$ cat src/design/khp_pkg.sv
package khp_pkg;

    // Request codes carried in the func field.
    localparam logic [2:0] FUNC_TAKE       = 3'd0;
    localparam logic [2:0] FUNC_RELEASE    = 3'd1;
    localparam logic [2:0] FUNC_FREE_OWNER = 3'd2;
    localparam logic [2:0] FUNC_FREE_ALL   = 3'd3;
    localparam logic [2:0] FUNC_SHUTDOWN   = 3'd4;

    // Result kinds.
    localparam logic [1:0] KIND_NONE    = 2'd0;
    localparam logic [1:0] KIND_GIVE    = 2'd1;
    localparam logic [1:0] KIND_DISPOSE = 2'd2;

    // Which result the datapath builds into its pending register.
    localparam logic [2:0] PEND_MISS       = 3'd0;
    localparam logic [2:0] PEND_TAKE_HIT   = 3'd1;
    localparam logic [2:0] PEND_REL_NONE   = 3'd2;
    localparam logic [2:0] PEND_REL_STORED = 3'd3;
    localparam logic [2:0] PEND_REL_EVICT  = 3'd4;
    localparam logic [2:0] PEND_DISPOSE    = 3'd5;

    typedef struct packed {
        logic [2:0]  func;
        logic [31:0] owner_key;
        logic [15:0] handle_in;
    } req_t;

    typedef struct packed {
        logic        found;
        logic [15:0] handle_out;
        logic [1:0]  out_kind;
        logic        stored;
        logic        last;
    } res_t;

    typedef struct packed {
        logic       load_in;
        logic       set_ready;
        logic       set_shut;
        logic       idx_clr;
        logic       idx_inc;
        logic       oldest_upd;
        logic       clr_valid;
        logic       wr_slot;
        logic       wr_evict;
        logic       pend_load;
        logic [2:0] pend_sel;
        logic       pend_clr;
        logic       out_load;
        logic       out_last;
    } cmd_t;

    typedef struct packed {
        logic [2:0] in_func;
        logic [2:0] func;
        logic       entry_valid;
        logic       owner_match;
        logic       idx_last;
        logic       out_free;
        logic       pend_valid;
        logic       pool_ready;
        logic       shut_down;
    } sts_t;

endpackage

$ cat src/design/khp_ctrl.sv
module khp_ctrl import khp_pkg::*; (
    input  logic aclk,
    input  logic aresetn,
    input  logic s_valid,
    output logic s_ready,
    input  sts_t sts,
    output cmd_t cmd
);

    localparam logic [1:0] ST_IDLE  = 2'd0;
    localparam logic [1:0] ST_SCAN  = 2'd1;
    localparam logic [1:0] ST_FINAL = 2'd2;

    logic [1:0] state_reg;
    logic [1:0] state_next;
    logic       active;
    logic       freeing;
    logic       match;

    assign s_ready = (state_reg == ST_IDLE);
    assign active  = !sts.shut_down && sts.pool_ready;
    assign freeing = (sts.func == FUNC_FREE_OWNER) || (sts.func == FUNC_FREE_ALL) ||
                     (sts.func == FUNC_SHUTDOWN);
    assign match   = sts.entry_valid &&
                     ((sts.func != FUNC_FREE_OWNER) || sts.owner_match);

    always_comb begin
        cmd        = '0;
        state_next = state_reg;
        case (state_reg)
            ST_IDLE: begin
                cmd.idx_clr = 1'b1;
                if (s_valid) begin
                    cmd.load_in = 1'b1;
                    case (sts.in_func)
                        FUNC_TAKE: begin
                            if (sts.shut_down) begin
                                cmd.pend_load = 1'b1;
                                cmd.pend_sel  = PEND_MISS;
                                state_next    = ST_FINAL;
                            end else begin
                                cmd.set_ready = 1'b1;
                                state_next    = ST_SCAN;
                            end
                        end
                        FUNC_RELEASE: begin
                            if (active) begin
                                state_next = ST_SCAN;
                            end else begin
                                cmd.pend_load = 1'b1;
                                cmd.pend_sel  = PEND_REL_NONE;
                                state_next    = ST_FINAL;
                            end
                        end
                        FUNC_FREE_OWNER, FUNC_FREE_ALL: begin
                            if (active) begin
                                state_next = ST_SCAN;
                            end
                        end
                        FUNC_SHUTDOWN: begin
                            cmd.set_shut = 1'b1;
                            if (active) begin
                                state_next = ST_SCAN;
                            end
                        end
                        default: begin
                            state_next = ST_IDLE;
                        end
                    endcase
                end
            end
            ST_SCAN: begin
                if (sts.func == FUNC_TAKE) begin
                    if (sts.entry_valid && sts.owner_match) begin
                        cmd.pend_load = 1'b1;
                        cmd.pend_sel  = PEND_TAKE_HIT;
                        cmd.clr_valid = 1'b1;
                        state_next    = ST_FINAL;
                    end else if (sts.idx_last) begin
                        cmd.pend_load = 1'b1;
                        cmd.pend_sel  = PEND_MISS;
                        state_next    = ST_FINAL;
                    end else begin
                        cmd.idx_inc = 1'b1;
                    end
                end else if (sts.func == FUNC_RELEASE) begin
                    if (!sts.entry_valid) begin
                        cmd.pend_load = 1'b1;
                        cmd.pend_sel  = PEND_REL_STORED;
                        cmd.wr_slot   = 1'b1;
                        state_next    = ST_FINAL;
                    end else if (sts.idx_last) begin
                        cmd.pend_load = 1'b1;
                        cmd.pend_sel  = PEND_REL_EVICT;
                        cmd.wr_evict  = 1'b1;
                        state_next    = ST_FINAL;
                    end else begin
                        cmd.oldest_upd = 1'b1;
                        cmd.idx_inc    = 1'b1;
                    end
                end else if (freeing) begin
                    // A found entry waits until the one before it has gone out,
                    // since only the end of the sweep tells which is last.
                    if (!(match && sts.pend_valid && !sts.out_free)) begin
                        if (match) begin
                            cmd.out_load  = sts.pend_valid;
                            cmd.pend_load = 1'b1;
                            cmd.pend_sel  = PEND_DISPOSE;
                            cmd.clr_valid = 1'b1;
                        end
                        if (sts.idx_last) begin
                            state_next = (match || sts.pend_valid) ? ST_FINAL : ST_IDLE;
                        end else begin
                            cmd.idx_inc = 1'b1;
                        end
                    end
                end else begin
                    state_next = ST_IDLE;
                end
            end
            ST_FINAL: begin
                cmd.idx_clr = 1'b1;
                if (sts.out_free) begin
                    cmd.out_load = 1'b1;
                    cmd.out_last = 1'b1;
                    cmd.pend_clr = 1'b1;
                    state_next   = ST_IDLE;
                end
            end
            default: begin
                state_next = ST_IDLE;
            end
        endcase
    end

    always_ff @(posedge aclk) begin
        if (!aresetn) begin
            state_reg <= ST_IDLE;
        end else begin
            state_reg <= state_next;
        end
    end

endmodule

$ cat src/design/khp_dp.sv
module khp_dp import khp_pkg::*; #(
    parameter int ENTRIES = 8
) (
    input  logic aclk,
    input  logic aresetn,
    input  req_t s_data,
    output logic m_valid,
    input  logic m_ready,
    output res_t m_data,
    input  cmd_t cmd,
    output sts_t sts
);

    localparam int IDX_W = (ENTRIES > 1) ? $clog2(ENTRIES) : 1;
    localparam logic [IDX_W-1:0] LAST_IDX = IDX_W'(ENTRIES - 1);

    logic [31:0] owner_mem  [ENTRIES];
    logic [15:0] handle_mem [ENTRIES];
    logic [31:0] age_mem    [ENTRIES];

    logic [ENTRIES-1:0] entry_valid_reg;
    logic [IDX_W-1:0]   idx_reg;
    logic [IDX_W-1:0]   idx_next;
    logic [31:0]        rd_owner_reg;
    logic [15:0]        rd_handle_reg;
    logic [31:0]        rd_age_reg;

    req_t        in_reg;
    logic [31:0] age_counter_reg;
    logic [31:0] age_stamp;
    logic        pool_ready_reg;
    logic        shut_down_reg;

    logic [IDX_W-1:0] oldest_idx_reg;
    logic [31:0]      oldest_age_reg;
    logic [15:0]      oldest_handle_reg;
    logic             cur_older;
    logic [IDX_W-1:0] evict_idx;
    logic [15:0]      evict_handle;

    logic             wr_en;
    logic [IDX_W-1:0] wr_idx;

    res_t pend_reg;
    res_t pend_new;
    logic pend_valid_reg;
    res_t out_word;
    logic m_valid_reg;
    res_t m_data_reg;
    logic out_free;

    always_comb begin
        if (cmd.idx_clr) begin
            idx_next = '0;
        end else if (cmd.idx_inc) begin
            idx_next = idx_reg + 1'b1;
        end else begin
            idx_next = idx_reg;
        end
    end

    assign cur_older    = (idx_reg == '0) || (oldest_age_reg > rd_age_reg);
    assign evict_idx    = cur_older ? idx_reg : oldest_idx_reg;
    assign evict_handle = cur_older ? rd_handle_reg : oldest_handle_reg;
    assign wr_en        = cmd.wr_slot || cmd.wr_evict;
    assign wr_idx       = cmd.wr_slot ? idx_reg : evict_idx;
    assign age_stamp    = age_counter_reg + 32'd1;
    assign out_free     = !m_valid_reg || m_ready;

    always_comb begin
        pend_new = '0;
        case (cmd.pend_sel)
            PEND_TAKE_HIT: begin
                pend_new.found      = 1'b1;
                pend_new.handle_out = rd_handle_reg;
                pend_new.out_kind   = KIND_GIVE;
            end
            PEND_REL_STORED: begin
                pend_new.stored = 1'b1;
            end
            PEND_REL_EVICT: begin
                pend_new.handle_out = evict_handle;
                pend_new.out_kind   = KIND_DISPOSE;
                pend_new.stored     = 1'b1;
            end
            PEND_DISPOSE: begin
                pend_new.handle_out = rd_handle_reg;
                pend_new.out_kind   = KIND_DISPOSE;
            end
            default: begin
                pend_new = '0;
            end
        endcase
    end

    always_comb begin
        out_word      = pend_reg;
        out_word.last = cmd.out_last;
    end

    // Entry store: one write port, one registered read port.
    always_ff @(posedge aclk) begin
        if (wr_en) begin
            owner_mem[wr_idx]  <= in_reg.owner_key;
            handle_mem[wr_idx] <= in_reg.handle_in;
            age_mem[wr_idx]    <= age_stamp;
        end
        rd_owner_reg  <= owner_mem[idx_next];
        rd_handle_reg <= handle_mem[idx_next];
        rd_age_reg    <= age_mem[idx_next];
    end

    always_ff @(posedge aclk) begin
        if (!aresetn) begin
            entry_valid_reg <= '0;
            idx_reg         <= '0;
            age_counter_reg <= '0;
            pool_ready_reg  <= 1'b0;
            shut_down_reg   <= 1'b0;
            pend_valid_reg  <= 1'b0;
            m_valid_reg     <= 1'b0;
        end else begin
            idx_reg <= idx_next;
            if (cmd.clr_valid) begin
                entry_valid_reg[idx_reg] <= 1'b0;
            end
            if (wr_en) begin
                entry_valid_reg[wr_idx] <= 1'b1;
                age_counter_reg         <= age_stamp;
            end
            if (cmd.set_ready) begin
                pool_ready_reg <= 1'b1;
            end
            if (cmd.set_shut) begin
                shut_down_reg <= 1'b1;
            end
            if (cmd.pend_load) begin
                pend_valid_reg <= 1'b1;
            end else if (cmd.pend_clr) begin
                pend_valid_reg <= 1'b0;
            end
            if (cmd.out_load) begin
                m_valid_reg <= 1'b1;
            end else if (m_ready) begin
                m_valid_reg <= 1'b0;
            end
        end
    end

    always_ff @(posedge aclk) begin
        if (cmd.load_in) begin
            in_reg <= s_data;
        end
        if (cmd.oldest_upd && cur_older) begin
            oldest_idx_reg    <= idx_reg;
            oldest_age_reg    <= rd_age_reg;
            oldest_handle_reg <= rd_handle_reg;
        end
        if (cmd.pend_load) begin
            pend_reg <= pend_new;
        end
        if (cmd.out_load) begin
            m_data_reg <= out_word;
        end
    end

    assign m_valid = m_valid_reg;
    assign m_data  = m_data_reg;

    assign sts.in_func     = s_data.func;
    assign sts.func        = in_reg.func;
    assign sts.entry_valid = entry_valid_reg[idx_reg];
    assign sts.owner_match = (rd_owner_reg == in_reg.owner_key);
    assign sts.idx_last    = (idx_reg == LAST_IDX);
    assign sts.out_free    = out_free;
    assign sts.pend_valid  = pend_valid_reg;
    assign sts.pool_ready  = pool_ready_reg;
    assign sts.shut_down   = shut_down_reg;

endmodule

$ cat src/design/keyed_handle_pool_oldest_eviction_unit.sv
// Channel   Ports                       Word     Accepted when
// request   s_valid s_ready s_data      req_t    s_valid and s_ready high at a rising edge
// result    m_valid m_ready m_data      res_t    m_valid and m_ready high at a rising edge
//
// One request is handled at a time, sweeping the entry store one entry per cycle,
// unless a busy output holds the sweep, through its registered read port. The last
// result word is loaded in the final state, and the next request is taken after it.
// Reset is synchronous and clears the valid bits at once; no clearing pass is needed.
// A busy output holds the sweep at each further handle found and at the final word,
// while new requests are taken as soon as the last word of a request waits.
module keyed_handle_pool_oldest_eviction_unit import khp_pkg::*; #(
    parameter int ENTRIES = 8
) (
    input  logic aclk,
    input  logic aresetn,
    input  logic s_valid,
    output logic s_ready,
    input  req_t s_data,
    output logic m_valid,
    input  logic m_ready,
    output res_t m_data
);

    // The controller steps through the sweep and decides, the datapath holds the
    // entry store, the eviction search and the result registers.
    cmd_t cmd;
    sts_t sts;

    khp_ctrl u_ctrl (
        .aclk    (aclk),
        .aresetn (aresetn),
        .s_valid (s_valid),
        .s_ready (s_ready),
        .sts     (sts),
        .cmd     (cmd)
    );

    // Results leave through a single output register, which lets the controller
    // take the next request while the last word of the previous one waits.
    khp_dp #(
        .ENTRIES (ENTRIES)
    ) u_dp (
        .aclk    (aclk),
        .aresetn (aresetn),
        .s_data  (s_data),
        .m_valid (m_valid),
        .m_ready (m_ready),
        .m_data  (m_data),
        .cmd     (cmd),
        .sts     (sts)
    );

endmodule

$ cat config.mk
export PLATFORM = sky130hd
export DESIGN_NAME = keyed_handle_pool_oldest_eviction_unit
export DESIGN_NICKNAME = d
export VERILOG_FILES = /design/src/design/khp_pkg.sv /design/src/design/khp_ctrl.sv /design/src/design/khp_dp.sv /design/src/design/keyed_handle_pool_oldest_eviction_unit.sv
export SDC_FILE = /design/constraint.sdc
export NUM_CORES = 1
export LEC_CHECK = 0
export ABC_AREA = 1
export BUFFER_PORTS_ARGS = -buffer_cell sky130_fd_sc_hd__buf_4
export CORE_MARGIN = 2
export CORE_UTILIZATION = 57
export DETAILED_ROUTE_END_ITERATION = 7
export MAX_ROUTING_LAYER = met4
export PLACE_DENSITY_LB_ADDON = 0.12
export SETUP_SLACK_MARGIN = 0.5
export SYNTH_ARGS = -nofsm -noshare
export SYNTH_HDL_FRONTEND = slang
export SYNTH_SLANG_ARGS = --single-unit
$ cat constraint.sdc
create_clock -name aclk -period 5.7 [get_ports aclk]
set_input_delay 0.57 -clock aclk [delete_from_list [all_inputs] [get_ports aclk]]
set_output_delay 0.57 -clock aclk [all_outputs]
set_load 0.005 [all_outputs]
== Yosys cells after proc, flatten, opt, wreduce, memory -nomap -nowiden ==
Memories as Yosys holds them, arrays and structs flattened. A register that Yosys moved wholly into a read port is not among the register bits.
Cells that the tools add are included.
Cells by class
  add/subtract/negate cells: 2
  order comparisons: 5
  eq/ne operators: 22
  muxes and demuxes: 88
  bitwise logic cells: 3
  reductions and logical operators: 28
Operators with widths (count)
  $pmux 18 s3: 1
  $mux 4: 11
  $mux 1: 37
  $mux 2: 18
  $add 32x1->32 const B: 1
  $eq 32x32->1: 1
  $gt 32x32->1: 1
  $mux 8: 3
  $mux 3: 7
  $mux 16: 1
  $pmux 4 s2: 2
  $eq 3x2->1 const B: 5
  $eq 3x3->1 const B: 5
  $pmux 2 s3: 2
  $mux 5: 2
  $ne 5x5->1 const B: 2
  $eq 3x1->1 const B: 3
  $logic_not 3->1: 3
  $and 8x8->8: 1
  $logic_and 1x1->1: 8
  $lt 3x4->1 const B: 2
  $not 8->8: 1
  $or 8x8->8: 1
  $logic_or 1x1->1: 7
  16 further kinds: 23
Storage, ports and cells
  flip-flop bits (word level): 192
  memory bits (writable): 640
  input port bits: 55
  output and inout port bits: 23
  logic and storage cells: 174
  memories kept: 3
Memories
  u_dp.age_mem: depth 8, bits a word 32, rd ports 1, clocked after Yosys merged registers in 1, write ports 1, RTL line khp_dp.sv:19  | logic [31:0] age_mem [ENTRIES];
  u_dp.owner_mem: depth 8, bits a word 32, rd ports 1, clocked after Yosys merged registers in 1, write ports 1, RTL line khp_dp.sv:17  | logic [31:0] owner_mem [ENTRIES];
  u_dp.handle_mem: depth 8, bits a word 16, rd ports 1, clocked after Yosys merged registers in 1, write ports 1, RTL line khp_dp.sv:18  | logic [15:0] handle_mem [ENTRIES];

== Longest topological paths before layout ==
  depth in word-level cells: 17
  depth in mapped cells: 24
  depth with buffers taken out: 22

== By module ==
From an unflattened synthesis, not the netlist that was laid out.
Unflattened totals
  cell total of the unflattened synthesis: 2850
  area, all modules: 35248.8 µm²
Modules (own cells, without submodules)
  khp_dp: instances 1, cells each 2733, area each 34673.3 µm², sequential area each 25994.9 µm²
  khp_ctrl: instances 1, cells each 117, area each 575.6 µm², sequential area each 40.0 µm²

== Worst setup path after synthesis ==
No wires, ideal clock.
  path kind: flip-flop to flip-flop
  from: register u_dp.oldest_age_reg[31]
  to: register u_dp.oldest_age_reg[0], enable pin
  library setup time: 523 ps
  data arrival time: 5692 ps
  data required time: 5177 ps
  setup slack: -515 ps
  cell stages (with the launch flop): 15
  buffers on the path: 1
  clock period less this slack: 6215 ps
  cells stage by stage: edfxtp_1 -> ha_1 -> nand2_1 -> inv_1 -> nand3_1 -> nor4_1 -> inv_1 -> nor4_1 -> nand2_1 -> nand4_1 -> nand2_1 -> nand2_1 -> clkinv_1 -> clkbuf_1 -> nor3_1
Between the ends
  word-level cells in the longest chain between the ends: 3
Ends and longest elaborated chain
  start: declaration: RTL line khp_dp.sv:35  | logic [31:0] oldest_age_reg;
  start signal: assignment: RTL line khp_dp.sv:156  | oldest_age_reg <= rd_age_reg;
  $gt 32x32->1: RTL line khp_dp.sv:62  | assign cur_older = (idx_reg == '0) || (oldest_age_reg > rd_age_reg);
  $logic_or 1x1->1: RTL line khp_dp.sv:62
  $logic_and 1x1->1: RTL line khp_dp.sv:154  | if (cmd.oldest_upd && cur_older) begin
No other way between the ends.
A chain may end at the register's enable or synchronous reset.

== Worst setup path after layout ==
  from: register u_dp.idx_reg[0]
  to: register u_dp.rd_age_reg[24] (read register of u_dp.age_mem)
Between the ends
  word-level cells in the longest chain between the ends: 12
  elaborated cells between the ends (all ways): 19
  classes of those cells: add/sub: 1; eq/ne: 1; mux: 13; reduce/logical: 4
Ends and longest elaborated chain
  start: declaration: RTL line khp_dp.sv:22  | logic [IDX_W-1:0] idx_reg;
  start signal: assignment: RTL line khp_dp.sv:123  | idx_reg <= idx_next;
  $bmux 1 s3: RTL line khp_dp.sv:172  | assign sts.entry_valid = entry_valid_reg[idx_reg];
  $mux 1 (implied by the code): RTL line khp_dp.sv:172
  $logic_and 1x1->1: RTL line khp_ctrl.sv:24  | assign match = sts.entry_valid &&
  $logic_and 1x1->1 (2 in a row): RTL line khp_ctrl.sv:104  | if (!(match && sts.pend_valid && !sts.out_free)) begin
  $mux 1: RTL line khp_ctrl.sv:104
  $mux 1: RTL line khp_ctrl.sv:101  | end else if (freeing) begin
  $mux 1: RTL line khp_ctrl.sv:86  | end else if (sts.func == FUNC_RELEASE) begin
  $mux 1: RTL line khp_ctrl.sv:73  | if (sts.func == FUNC_TAKE) begin
  $mux 5: RTL line khp_ctrl.sv:30  | case (state_reg)
  $mux 3 (*): RTL line khp_dp.sv:55  | end else if (cmd.idx_inc) begin
  $mux 3 (*): RTL line khp_dp.sv:53  | if (cmd.idx_clr) begin
  end: declaration: RTL line khp_dp.sv:26  | logic [31:0] rd_age_reg;
Every way passes the cells marked *; elsewhere a longest branch is shown, timed or not. The select of a mux whose other input is x is not followed.

==> results.toml <==
[detailed_routing]
wl_met2_um = 42400
drt-total-wl_um = 90300
met3WireLength_um = 6270
drc_errors = 0
firstDrtPassIters = 7
wl_per_cell_um = 18.6
dr_total_vias = 26200
highest_layer = "met4"
avgViaCountPerCell = 5.42
drt_iter0_markers = 2522
ant_nets = 0
route.layer.met1.wl_um = 39700

[logic_synthesis]
synth_area_leaders = "edfxtp_1 60%, nand2_1 8.2%, inv_1 7.2%, dfxtp_1 6.5%, nand4_1 5.4%"
synth_area_um2 = 39400
synth_nets = 3906
synthArstFlopShare = 0
synth_area_per_cell_um2 = 10.3
synth_cells = 3812
yosysTopAreaCell = "edfxtp_1"
yosysWarningCount = 0
synth_top_area_frac = 0.596
synth_cell_types = 42
post-synth-top-count-cell = "nand2_1"
synth_seq_cells = 912
ys.flop_type = "edfxtp_1"
synth_edf_count = 783
ys_seq_area_frac = 0.662
yosys-top-cells-count = "857 x nand2_1, 783 x edfxtp_1, 760 x inv_1"

[status]
status = "completed"

[worst_setup_path]
worstSetupPathType = "reg2reg"
endpoint = "u_dp.rd_age_reg[24]$_DFF_P_"
endpoint_kind = "flop"
reg2reg_from = "u_dp.idx_reg[0]$_SDFF_PN0_"
rrSetupSlack_ns = 1.41
crit_family = "simple AND/OR/NAND/NOR gates"
critPathArrivalTime_ns = 4.82
startpoint = "u_dp.idx_reg[0]$_SDFF_PN0_"
cp.depth = 20
rr_endpoint = "u_dp.rd_age_reg[24]$_DFF_P_"
path_max_fanout = 88
cp_cell_sequence = "inv_2, nand2_1, a21oi_1, o21ai_1, nand2_2, nand3_2, nand2_2, nand3_1, nand2_1, nand2_1, nand2_2, nand2_4, nand2_4, nand2_8, buf_4, nand4_1, nand3_1, nand2_1, nand2_1, nand2_1"
slowest_delay_ns = 0.81
r2r.worst_path.cells = 20
crit_top_cell = "nand2_1"
cp-start-kind = "flop"
cp_slowest_cell = "buf_4"
crit_required_ns = 6.23
cp.buffers_inverters = 2

[clock_network]
post_cts_buffers = 0
clk_latency_ns = 0.65
cts_resized = 0
clkTransAtPathRegs_ns = 0.06
htree_levels = 3
numClockSinks = 912
clock_path_buffers = 3
cts_hold_buf = 0
cts_tree = "built"
cts_root_buffer = "clkbuf_16"
cts_buffers = 93

[pwr]
vdd_drop_max_mv = 0.267
p_comb_frac = 0.074
p_sw_frac = 0.237
intPower_w = 0.0116
power.share.sequential = 0.506
p_per_area_nw_per_um2 = 343
leakagePower_nw = 18.9
p_switching_w = 0.00358
power.share.clock = 0.420

[floorplan]
initial_core_util = 0.575
ios = 78
die_x_um = 267
chipHeight_um = 267
row_count = 96
dieArea_um2 = 71300
core_um2 = 68600

[final_layout]
drive_gt1_frac = 0.0816
multi_input_area_um2 = 9570
antenna_cells = 0
fin_area_um2 = 44200
seq_area_um2 = 26100
syn_to_final_growth_pct = 12.0
fillCellCount = 5394
nets = 3922
final_cells = 4840
top_regs = "u_dp.age_mem x256, u_dp.owner_mem x256, u_dp.handle_mem x128"

[timing]
slew_viol_final = 0
clock_skew_ns = 0.0229
rsz0062_at_grt = "false"
tightest_slew_ns = 1.12
relSlewSlack = 0.256
setup_viol = 0
period_minus_slack_ns = 4.29
post-route-period-util = 0.752
clock.fmax_mhz = 233
tns_ns = 0
final_hold_viol_count = 0

[run]
maxCapViolCount = 0

[grt]
grt.total_usage = 0.264
grt_pass1_vias = 25100
antenna_found_initial = 0
grt_pass1_wl_um = 141000
grt_max_degree = 207
grt_overflow_total = 0

[placement]
placed_area_um2 = 41000
gp_congestion = 0.837
post-place-cells = 4664
dp_hpwl_um = 48200
numPortBuffers = 77

[hold_path]
hp-class = "in2reg"
==> cell type report <==
| cell class | instances | share of cell area |
|---|---|---|
| repair buffers | 131 | 0.0276 |
| multi-input cells | 1922 | 0.217 |
| flip-flops and latches | 912 | 0.591 |
| well taps | 931 | 0.0264 |
| clock buffers | 124 | 0.0590 |
| clock inverters | 52 | 0.0139 |
| inverters | 768 | 0.0658 |
==> routing by layer <==
metal  track usage  vias up
met3        0.0378      136
li1              -    12700
met5             -        -
met1         0.361    12500
met2         0.416      907
met4        0.0794        0
==> cell usage in the layout (no fill, tap or decap), types with 3 or more instances in the layout <==
cell	count
clkinv_2	18
bufinv_16	13
o21ai_0	42
o41ai_1	8
edfxtp_1	783
inv_1	751
nand3_1	360
nor3_1	9
clkbuf_1	17
clkbuf_8	12
a211oi_1	12
nor2_1	103
nand2_2	5
buf_4	112
nand3_4	3
inv_6	6
xnor2_1	25
nor2_4	3
inv_4	9
a31oi_1	3
nand2_1	857
clkinv_1	11
buf_12	19
and3_1	3
inv_2	6
dfxtp_1	129
nand4_1	338
ha_1	39
nor4_1	4
xor2_1	26
a21oi_1	57
clkbuf_16	95
clkinvlp_4	4
==> power groups by stage <==
stage,Clock [W],Sequential [W],Combinational [W]
2_1_floorplan,0,0.00771,0.000761
3_3_place_gp,0,0.00779,0.00110
3_5_place_dp,0,0.00779,0.00111
4_1_cts,0.00646,0.00765,0.00112
5_1_grt,0.00672,0.00767,0.00123
6_report,0.00636,0.00765,0.00112
==> through the flow <==
step	power (W)	utilization	setup WS, ns	hold slack, ns
floorplan	0.00848	-	1.05	0.400
finish	0.0151	0.644	1.41	0.0981
global placement	0.00889	0.597	1.49	0.401
detailed placement	0.00890	0.597	1.49	0.405
global route	0.0156	0.644	1.02	0.0760
CTS	0.0152	0.644	1.47	0.0674
==> cells by family (layout without fill, tap and decap cells) <==
| kind of cell | after synthesis | count (layout) | synth area share |
|---|---|---|---|
| adder cells (fa/ha/maj) | 39 | 39 | 0.0124 |
| buffers and inverters | 978 | 1075 | 0.0973 |
| XOR/XNOR | 51 | 51 | 0.0113 |
| AND/OR/NAND/NOR | 1694 | 1694 | 0.197 |
| AO/OA/AOI/OAI | 138 | 138 | 0.0200 |
| flip-flops | 912 | 912 | 0.662 |
==> worst min-delay path by stage <==
stage | slack [ns] | to | from | cells after the start
2_1_floorplan | 0.40 | u_dp.m_data[10]$_DFFE_PP_ | u_dp.out_word[10]$_DFFE_PP_ | 0
3_3_place_gp | 0.40 | u_dp.m_data[18]$_DFFE_PP_ | u_dp.out_word[18]$_DFFE_PP_ | 0
3_5_place_dp | 0.40 | u_dp.m_data[13]$_DFFE_PP_ | u_dp.out_word[13]$_DFFE_PP_ | 0
4_1_cts | 0.07 | u_dp.in_reg[14]$_DFFE_PP_ | s_data[14] | 1
5_1_grt | 0.08 | u_dp.in_reg[43]$_DFFE_PP_ | s_data[43] | 1
6_report | 0.1 | u_dp.in_reg[19]$_DFFE_PP_ | s_data[19] | 1
Power figures use the tool's default switching activity.
